File: src/prbt_pkg.sv
`timescale 1ns / 1ps
// ----------------------------------------------------------------------------
// prbt_pkg
// Shared types, constants and the address-step table for the paged register
// bank target.
// ----------------------------------------------------------------------------
package prbt_pkg;

    localparam int STORE_SIZE  = 256;
    localparam int ADDR_W      = 8;
    localparam int DATA_W      = 8;
    localparam int BANK_BYTES  = 128;
    localparam int READ_WINDOW = 128;
    localparam int RD_CNT_W    = $clog2(READ_WINDOW + 1);
    localparam int WR_CNT_W    = 2;

    localparam logic [RD_CNT_W-1:0] RD_WIN_LIMIT = RD_CNT_W'(READ_WINDOW);
    localparam logic [WR_CNT_W-1:0] WR_CNT_MAX   = WR_CNT_W'(2);

    typedef enum logic [1:0] {
        KIND_WRITE = 2'd0,
        KIND_READ  = 2'd1,
        KIND_END   = 2'd2,
        KIND_NONE  = 2'd3
    } kind_t;

    typedef logic [STORE_SIZE-1:0][ADDR_W-1:0] next_table_t;

    typedef struct packed {
        logic              wr_en;
        logic              rd_en;
        logic [ADDR_W-1:0] addr;
        logic [DATA_W-1:0] wdata;
    } mem_req_t;

    function automatic next_table_t build_next_table();
        next_table_t t;
        int          base;
        int          off;
        for (int i = 0; i < STORE_SIZE; i++)
        begin
            base = (i / BANK_BYTES) * BANK_BYTES;
            off  = (i % BANK_BYTES) + 1;
            if (off >= BANK_BYTES || base + off >= STORE_SIZE)
            begin
                off = 0;
            end
            t[i] = ADDR_W'(base + off);
        end
        return t;
    endfunction

    localparam next_table_t NEXT_ADDR = build_next_table();

endpackage

File: src/prbt_mem.sv
`timescale 1ns / 1ps
// ----------------------------------------------------------------------------
// prbt_mem
// Byte store with registered synchronous read; per-entry valid bits make
// entries never written since reset read as zero.
// ----------------------------------------------------------------------------
module prbt_mem
    import prbt_pkg::*;
(
    input  logic              clk,
    input  logic              rst_n,
    input  mem_req_t          req,
    output logic [DATA_W-1:0] rdata
);

    logic [DATA_W-1:0]     store_mem_reg [STORE_SIZE];
    logic [STORE_SIZE-1:0] vld_reg;
    logic [STORE_SIZE-1:0] vld_next;
    logic [DATA_W-1:0]     q_reg;
    logic                  q_vld_reg;
    logic                  q_vld_next;

    always_ff @(posedge clk)
    begin
        if (req.wr_en)
        begin
            store_mem_reg[req.addr] <= req.wdata;
        end
        if (req.rd_en)
        begin
            q_reg <= store_mem_reg[req.addr];
        end
    end

    always_comb
    begin
        vld_next   = vld_reg;
        q_vld_next = q_vld_reg;
        if (req.wr_en)
        begin
            vld_next[req.addr] = 1'b1;
        end
        if (req.rd_en)
        begin
            q_vld_next = vld_reg[req.addr];
        end
    end

    always_ff @(posedge clk or negedge rst_n)
    begin
        if (!rst_n)
        begin
            vld_reg   <= '0;
            q_vld_reg <= 1'b0;
        end
        else
        begin
            vld_reg   <= vld_next;
            q_vld_reg <= q_vld_next;
        end
    end

    assign rdata = q_vld_reg ? q_reg : '0;

endmodule

File: src/paged_register_bank_target.sv
`timescale 1ns / 1ps
// ----------------------------------------------------------------------------
// paged_register_bank_target
// Target-side register map: 256 bytes in banks with an auto-incrementing
// pointer that wraps inside its bank.
// ----------------------------------------------------------------------------
// Usage:
// - request channel (req_valid / req_stall) carries one bus event per item:
//   kind and byte_in. the response channel (rsp_valid / rsp_stall) returns
//   exactly one item per request: read_data, underrun and pointer.
// - an item is taken at its accepting edge; the byte store is read at the
//   accepting edge and the response is registered on the next edge, so
//   rsp_valid rises in the cycle after the accepting edge.
// - at most one item is in flight: the single-port byte store read and
//   its response cycle are owned by one item at a time, so a new item waits.
// - req_stall is high during the response cycle and while a finished
//   response waits on rsp_stall; the waiting response holds still.
// - reset clears pointer, counters and the rsp_valid flag; valid bits in
//   the store make every byte read as zero until written, so no clearing
//   pass is needed and items are taken right after reset.
// ----------------------------------------------------------------------------
module paged_register_bank_target
    import prbt_pkg::*;
(
    input  logic              clk,
    input  logic              rst_n,
    input  logic              req_valid,
    output logic              req_stall,
    input  logic [1:0]        kind,
    input  logic [DATA_W-1:0] byte_in,
    output logic              rsp_valid,
    input  logic              rsp_stall,
    output logic [DATA_W-1:0] read_data,
    output logic              underrun,
    output logic [ADDR_W-1:0] pointer
);

    typedef enum logic [1:0] {
        ST_IDLE = 2'b01,
        ST_RESP = 2'b10
    } state_t;

    state_t              state_reg;
    state_t              state_next;
    logic [ADDR_W-1:0]   ptr_reg;
    logic [ADDR_W-1:0]   ptr_next;
    logic [WR_CNT_W-1:0] wcnt_reg;
    logic [WR_CNT_W-1:0] wcnt_next;
    logic [RD_CNT_W-1:0] rcnt_reg;
    logic [RD_CNT_W-1:0] rcnt_next;
    logic                rd_ok_reg;
    logic                rd_ok_next;
    logic                under_reg;
    logic                under_next;
    logic                rsp_valid_reg;
    logic                rsp_valid_next;
    logic [DATA_W-1:0]   read_data_reg;
    logic [DATA_W-1:0]   read_data_next;
    logic                underrun_reg;
    logic                underrun_next;
    logic [ADDR_W-1:0]   pointer_reg;
    logic [ADDR_W-1:0]   pointer_next;
    logic                accept;
    mem_req_t            mreq;
    logic [DATA_W-1:0]   mem_rdata;

    assign req_stall = (state_reg != ST_IDLE) || (rsp_valid_reg && rsp_stall);
    assign accept    = req_valid && !req_stall;

    always_comb
    begin
        state_next     = state_reg;
        ptr_next       = ptr_reg;
        wcnt_next      = wcnt_reg;
        rcnt_next      = rcnt_reg;
        rd_ok_next     = rd_ok_reg;
        under_next     = under_reg;
        rsp_valid_next = rsp_valid_reg && rsp_stall;
        read_data_next = read_data_reg;
        underrun_next  = underrun_reg;
        pointer_next   = pointer_reg;
        mreq           = '{wr_en: 1'b0, rd_en: 1'b0, addr: ptr_reg, wdata: byte_in};

        unique case (state_reg)
            ST_IDLE:
            begin
                if (accept)
                begin
                    state_next = ST_RESP;
                    rd_ok_next = 1'b0;
                    under_next = 1'b0;
                    case (kind_t'(kind))
                        KIND_WRITE:
                        begin
                            rcnt_next = '0;
                            if (wcnt_reg == '0)
                            begin
                                ptr_next = byte_in;
                            end
                            else
                            begin
                                mreq.wr_en = 1'b1;
                                ptr_next   = NEXT_ADDR[ptr_reg];
                            end
                            if (wcnt_reg < WR_CNT_MAX)
                            begin
                                wcnt_next = wcnt_reg + 1'b1;
                            end
                        end
                        KIND_READ:
                        begin
                            wcnt_next = '0;
                            if (rcnt_reg < RD_WIN_LIMIT)
                            begin
                                mreq.rd_en = 1'b1;
                                rd_ok_next = 1'b1;
                                ptr_next   = NEXT_ADDR[ptr_reg];
                                rcnt_next  = rcnt_reg + 1'b1;
                            end
                            else
                            begin
                                under_next = 1'b1;
                            end
                        end
                        KIND_END:
                        begin
                            wcnt_next = '0;
                            rcnt_next = '0;
                        end
                        default:
                        begin
                        end
                    endcase
                end
            end
            ST_RESP:
            begin
                state_next     = ST_IDLE;
                rsp_valid_next = 1'b1;
                read_data_next = rd_ok_reg ? mem_rdata : '0;
                underrun_next  = under_reg;
                pointer_next   = ptr_reg;
            end
            default:
            begin
                state_next = ST_IDLE;
            end
        endcase
    end

    always_ff @(posedge clk or negedge rst_n)
    begin
        if (!rst_n)
        begin
            state_reg     <= ST_IDLE;
            ptr_reg       <= '0;
            wcnt_reg      <= '0;
            rcnt_reg      <= '0;
            rd_ok_reg     <= 1'b0;
            under_reg     <= 1'b0;
            rsp_valid_reg <= 1'b0;
        end
        else
        begin
            state_reg     <= state_next;
            ptr_reg       <= ptr_next;
            wcnt_reg      <= wcnt_next;
            rcnt_reg      <= rcnt_next;
            rd_ok_reg     <= rd_ok_next;
            under_reg     <= under_next;
            rsp_valid_reg <= rsp_valid_next;
        end
    end

    always_ff @(posedge clk)
    begin
        read_data_reg <= read_data_next;
        underrun_reg  <= underrun_next;
        pointer_reg   <= pointer_next;
    end

    prbt_mem u_mem
    (
        .clk   (clk),
        .rst_n (rst_n),
        .req   (mreq),
        .rdata (mem_rdata)
    );

    assign rsp_valid = rsp_valid_reg;
    assign read_data = read_data_reg;
    assign underrun  = underrun_reg;
    assign pointer   = pointer_reg;

`ifndef SYNTHESIS
    a_accept_to_resp: assert property (@(posedge clk) disable iff (!rst_n)
        accept |=> (state_reg == ST_RESP))
        else $error("accepted item did not enter response cycle");

    a_resp_to_valid: assert property (@(posedge clk) disable iff (!rst_n)
        (state_reg == ST_RESP) |=> rsp_valid_reg)
        else $error("response cycle did not present an item");

    a_underrun_zero: assert property (@(posedge clk) disable iff (!rst_n)
        (rsp_valid_reg && underrun_reg) |-> (read_data_reg == '0))
        else $error("underrun item carries nonzero data");

    a_rcnt_bound: assert property (@(posedge clk) disable iff (!rst_n)
        rcnt_reg <= RD_WIN_LIMIT)
        else $error("read count past window");

    a_no_read_and_write: assert property (@(posedge clk) disable iff (!rst_n)
        !(mreq.wr_en && mreq.rd_en))
        else $error("store read and written by one item");
`endif

endmodule
File: config.mk
export PLATFORM = sky130hd
export DESIGN_NAME = paged_register_bank_target
export DESIGN_NICKNAME = d
export VERILOG_FILES = /design/src/prbt_pkg.sv /design/src/prbt_mem.sv /design/src/paged_register_bank_target.sv
export SDC_FILE = /design/constraint.sdc
export NUM_CORES = 2
export LEC_CHECK = 0
export BUFFER_PORTS_ARGS = -buffer_cell sky130_fd_sc_hd__buf_4
export CAP_MARGIN = 30
export CORE_ASPECT_RATIO = 2
export CORE_MARGIN = 2
export CORE_UTILIZATION = 30
export CTS_CLUSTER_SIZE = 10
export DETAILED_ROUTE_END_ITERATION = 16
export GPL_TIMING_DRIVEN = 1
export SETUP_SLACK_MARGIN = 0.3
export SYNTH_ARGS = -nofsm -noshare
export SYNTH_HDL_FRONTEND = slang
export SYNTH_SLANG_ARGS = --single-unit
File: constraint.sdc
create_clock -name clk -period 5.6 [get_ports clk]
set_clock_uncertainty 0.1 [all_clocks]
set_input_delay 0.28 -clock clk [delete_from_list [all_inputs] [get_ports clk]]
set_output_delay 0.28 -clock clk [all_outputs]
set_load 0.01 [all_outputs]
* Yosys cells after proc, flatten, opt, wreduce, memory -nomap -nowiden *
Memories as Yosys holds them, arrays and structs flattened. A register that Yosys moved wholly into a read port is not among the register bits.
Index checks and enable logic that the tools add are counted.

word-level totals
  bits in read-only memories = 2048
  bits in writable memories = 2048
  memories = 2
  output and inout port bits = 19
  register bits = 297

memories
  memory               depth  bits a word  read ports  clocked after memory_dff  write ports  line                               text
  (no name shown)      256    8            1           0                         0            paged_register_bank_target.sv:117  ptr_next = NEXT_ADDR[ptr_reg];
  u_mem.store_mem_reg  256    8            1           1                         1            prbt_mem.sv:16                     logic [DATA_W-1:0] store_mem_reg [STORE_SIZE];

operators by class
  add/subtract/negate cells = 2
  reduce and logical (&&, ||, !) cells = 17
  bitwise operators = 1
  eq/ne operators = 8
  muxes and demuxes = 25
  order comparisons = 4

operators by type and width
  cell                 count
  $or 256x256->256     1
  $mux 8               4
  $pmux 8 s2           2
  $reduce_and 4->1     3
  $mux 1               11
  $mux 2               5
  $lt 8x9->1 const B   1
  $add 8x1->8 const B  1
  $bmux 1 s8           1
  $demux 1 s8          1
  $ge 8x1->1 const B   1
  $lt 8x8->1 const B   1
  $ne 2x2->1 const B   3
  $reduce_bool 2->1    3
  $eq 2x1->1 const B   2
  $eq 2x2->1 const B   2
  $logic_not 2->1      2
  $pmux 2 s2           1
  $reduce_and 2->1     2
  $reduce_or 2->1      2
  $logic_and 1x1->1    3
  $add 2x1->2 const B  1
  $lt 2x2->1 const B   1
  $ne 2x1->1 const B   1
  other kinds (2)      2

* Logic depth before layout (Yosys ltp) *
  depth in word-level cells = 8
  depth in mapped cells = 13

* Modules after synthesis *
A second synthesis with hierarchy kept.

unflattened totals
  cells, all modules = 4273
  area total of the unflattened synthesis = 91582.8 um2

by module, submodules not included
  module                      seq. area each (um2)  area an instance (um2)  cells each  instances
  prbt_mem                    68170.4               89627.2                 4087        1
  paged_register_bank_target  1087.3                1955.6                  186         1

* Worst setup path before layout *
Ideal clock, no wire load.

  kind = flip-flop to flip-flop
  start = register rsp_valid_reg (netlist: rsp_valid)
  end = register rcnt_reg[5]
  clock period less this slack = 3.033 ns
  cell stages (with the launch flop) = 8
  path buffers = 0
  arrival = 2.778 ns
  library setup time = 0.156 ns
  data required time = 5.344 ns
  slack = 2.567 ns
  cells stage by stage = dfrtp_1 > and2_1 > nor4_1 > nor2_1 > nor2_1 > nand3_1 > xor2_1 > nor2_1

on the way
  cells in the longest elaborated chain, start to end = 5

RTL lines
  item                        line                               text
  from (decl)                 paged_register_bank_target.sv:55   logic rsp_valid_reg;
  from (signal assigned)      paged_register_bank_target.sv:171  rsp_valid_reg <= rsp_valid_next;
  $logic_and 1x1->1           paged_register_bank_target.sv:67   assign req_stall = (state_reg != ST_IDLE) || (rsp_valid_reg && rsp_stall);
  $logic_or 1x1->1            paged_register_bank_target.sv:67
  $logic_not 1->1             paged_register_bank_target.sv:68   assign accept = req_valid && !req_stall;
  $logic_and 1x1->1           paged_register_bank_target.sv:68
  $reduce_and 4->1 (no line)  --
  to (signal assigned)        paged_register_bank_target.sv:168  rcnt_reg <= rcnt_next;
  to (decl)                   paged_register_bank_target.sv:49   logic [RD_CNT_W-1:0] rcnt_reg;

Every way passes these cells.
A chain may end at the register's enable or synchronous reset.

==> results.md <==
- Initial core utilization: 30.1%
- Violated checks: negative hold slack
- Adder-cell area share of the yosys netlist: 0.137%
- Via density: approximately 5.1
- Internal power: roughly 35 mW
- Post-Synth Simple-Gate Area: under 10%
- #FFs+latches synth: 2353
- Max Clk Rate: approximately 200 MHz
- DRC: 0
- Input/output buffers: 32
- Largest area contributor in the netlist: edfxtp_1
- Worst reg2reg path endpoint: u_mem.q_reg[4]$_DFFE_PP_
- Post-route total power: roughly 51 mW
- P_leak: about 36 nW
- Ratio of final minimum period to clock period: just under 90%
- Netlist cell types: 61
- Synthesized cell area: between 90000 and 100000 sq um
- Most used flip-flop cell after synthesis: edfxtp_1
- CP Launch Point: ptr_reg[0]$_DFFE_PN0P_
- Global-route wire length before repair: ~390 mm
- Core area: just over 300000 sq um
- Setup_tns: 0 ps
- Sequential cell fraction of total power: 38.8%
- Worst setup path class: flip-flop to flip-flop
- Design area: 107000 sq um
- R2R cell count: 8
- Pwr per Cell Area: between 400 and 500 nW/um^2
- Share of layout cells above drive strength 1: between 30% and 40%
- CTS tree: yes
- Largest net degree at the start of global routing: 205
- Die Width: a little under 400 um
- Post-synth net total: ~4400
- DR vias: 46800
- P&R area growth vs syn: 17.3%
- Die H: just under 800 um
- Full die area: just over 300000 sq um
- Period minus WS final: about 5000 ps
- Final hold slack: -4.29 ps
- Total of max-cap violations: 0
- Vias in the first global route: 49600
- Final net count: just under 5000
- Gr usage total: around 18%
- Detailed Routing Iterations Pass 1: 6
- CP Capture Type: flip-flop
- Crit-path max FO: 26
- FFs w/ async S/R, synth: between 10% and 20%
- Syn avg cell area: about 21 sq um
- TritonCTS Sinks: roughly 2400
- Slew headroom: around 5%
- Initial antenna violation count: 3
- Clk pwr share: about a third
- Yosys warns: 0
- Leading post-synthesis cells by cell area: edfxtp_1 (68%), mux4_2 (15%), dfrtp_1 (7.6%), or2_2 (1.7%), mux2i_1 (1.4%)
- Post-CTS Resized: 0
- Tightest Pin Transition: 1430 ps
- HPWL after DPL: 181 mm
- Num CTS Buffers: approximately 280
- GRT Residual Overflow: 0
- Register area share after synthesis: 75.8%
- Final Setup Violations: 0
- Combinational family with the most area after synthesis: multiplexers
- Fin. Hold Viols: 3
- Psw: roughly 16 mW
- Mux cell area share after synthesis: 16.4%
- Post-layout util: 35.4%
- Most frequent cells in the layout: edfxtp_1 (2073), mux4_2 (602), buf_4 (375)
- Cells after Synth: ~4400
- Max reg flops: 2048
- Max clock buf depth: 4
- Outcome: finished, violations left
- CP required: just over 6000 ps
- Max-slew violations: 0
- Sw Ratio: about a third
- Post-synth EDFFs: about 2100
- CTS root buf: clkbuf_16
- FP Rows: approximately 290
- Worst reg-to-reg setup slack: between 500 and 600 ps
- Synth Area in XOR/XNOR: less than 1%
- Post-route antenna net violation count: 0
- Critical path arrival: approximately 5500 ps
- Hold/Removal Path Class: input pin to flip-flop
- Htree depth: 5
- CP Capture Point: u_mem.q_reg[4]$_DFFE_PP_
- Post-CTS Setup Bufs: 0
- RSZ-0062 raised after global routing: false
- Later-pin clock latency in the skew report: 870 ps
- RR Startpoint: ptr_reg[0]$_DFFE_PN0P_
- Cell Area, Placed: roughly 99000 sq um
- Total Routed Length: roughly 280 mm
- GPL Wtd Cong: 0.941
- Logic pwr share: 28.9%
- Ports: 33
- Wirelength per Cell: around 30 um
- Maximum vdd drop: around 0.35 mV
- Post-synthesis compound-gate area fraction: slightly above 2%
- First DRT Iteration DRCs: between 4000 and 5000
- Yosys top cell area share: approximately 68%
- Reg clk slew, reported paths: about 60 ps
- Crit start category: flip-flop
- Commonest non-fill, non-tap cell in the layout: edfxtp_1
what timing repair did:
action                                  in CTS  in global routing
hold buffers                                16                  1
endpoints found under the setup margin       0                  0
hold endpoints to repair                   382                 20
critical path, stage by stage (launching register included):
cell	delay [ps]
dfrtp_4	910
buf_4	480
mux4_2	560
mux2i_1	630
nor3_1	110
or4_1	530
a2111oi_1	970
buf_4	270
nand4_1	100
logic make-up (layout without fill, tap and decap cells):
family | Yosys count | count (layout)
flops | 2353 | 2353
simple gates | 769 | 769
mux | 740 | 740
compound gates | 271 | 271
buf+inv | 251 | 931
fa+ha+maj | 10 | 10
xor+xnor | 5 | 5
other cells | 0 | 2
layout make-up:
class	instances	area [sq um]
diodes	2	5.00
clock buffers	460	7770
clock inverters	16	219
fillers	27900	196000
inverters	12	52.6
multi-input cells	1795	20900
flip-flops and latches	2353	69300
well taps	4032	5040
repair buffers	443	3860
power groups by stage:
stage | clock (mW) | combinational (mW) | sequential, mW
2_1_floorplan | 0 | 8.41 | 19.8
3_3_place_gp | 0 | 14.6 | 20.1
3_5_place_dp | 0 | 14.6 | 20.2
4_1_cts | 16.7 | 14.7 | 19.8
5_1_grt | 17.3 | 15.0 | 19.8
6_report | 16.5 | 14.7 | 19.8
worst min-delay path by stage:
stage	to	depth (start not counted)	slack, ps	startpoint
after floorplan	ptr_reg[0]$_DFFE_PN0P_	0	-120	rst_n
after global placement	u_mem.vld_reg[26]$_DFFE_PN0P_	1	250	rst_n
after detailed placement	u_mem.vld_reg[26]$_DFFE_PN0P_	1	260	rst_n
after CTS	u_mem.store_mem_reg[127][0]$_DFFE_PP_	1	60	byte_in[0]
after global routing	u_mem.store_mem_reg[118][0]$_DFFE_PP_	1	70	byte_in[0]
final	u_mem.store_mem_reg[127][0]$_DFFE_PP_	1	-4	byte_in[0]
Yosys cell counts (11+ instances only):
master / number
a21oi_1: 44
a221oi_1: 21
and3_1: 12
nor3_1: 20
o22ai_1: 41
nor2b_1: 15
o21ai_0: 28
buf_2: 76
buf_4: 34
buf_1: 26
nor4_1: 11
a22o_1: 17
buf_6: 15
nand2_1: 84
mux2i_1: 126
mux4_2: 602
a22oi_1: 57
edfxtp_1: 2073
nand4_1: 11
mux2_2: 12
nor2_1: 286
inv_1: 11
or2_2: 251
dfrtp_1: 279
clkbuf_1: 88
nand2b_1: 11
nand3_1: 34
per-layer routing:
metal | global-route usage [%] | routed length, um
met5 | 0 | 0
met4 | 14.1 | 25500
met3 | 2.32 | 14600
met2 | 32.3 | 148000
met1 | 17.7 | 87900
per-stage QoR:
| stage | instances | setup slack (ps) |
|---|---|---|
| 2_1_floorplan | 4399 | 2570 |
| 3_3_place_gp | 8582 | 645 |
| 3_5_place_dp | 8608 | 603 |
| 4_1_cts | 9100 | 622 |
| 5_1_grt | 9112 | 656 |
| 6_report | 9113 | 593 |
No activity file was read; power rests on OpenSTA's default activity.
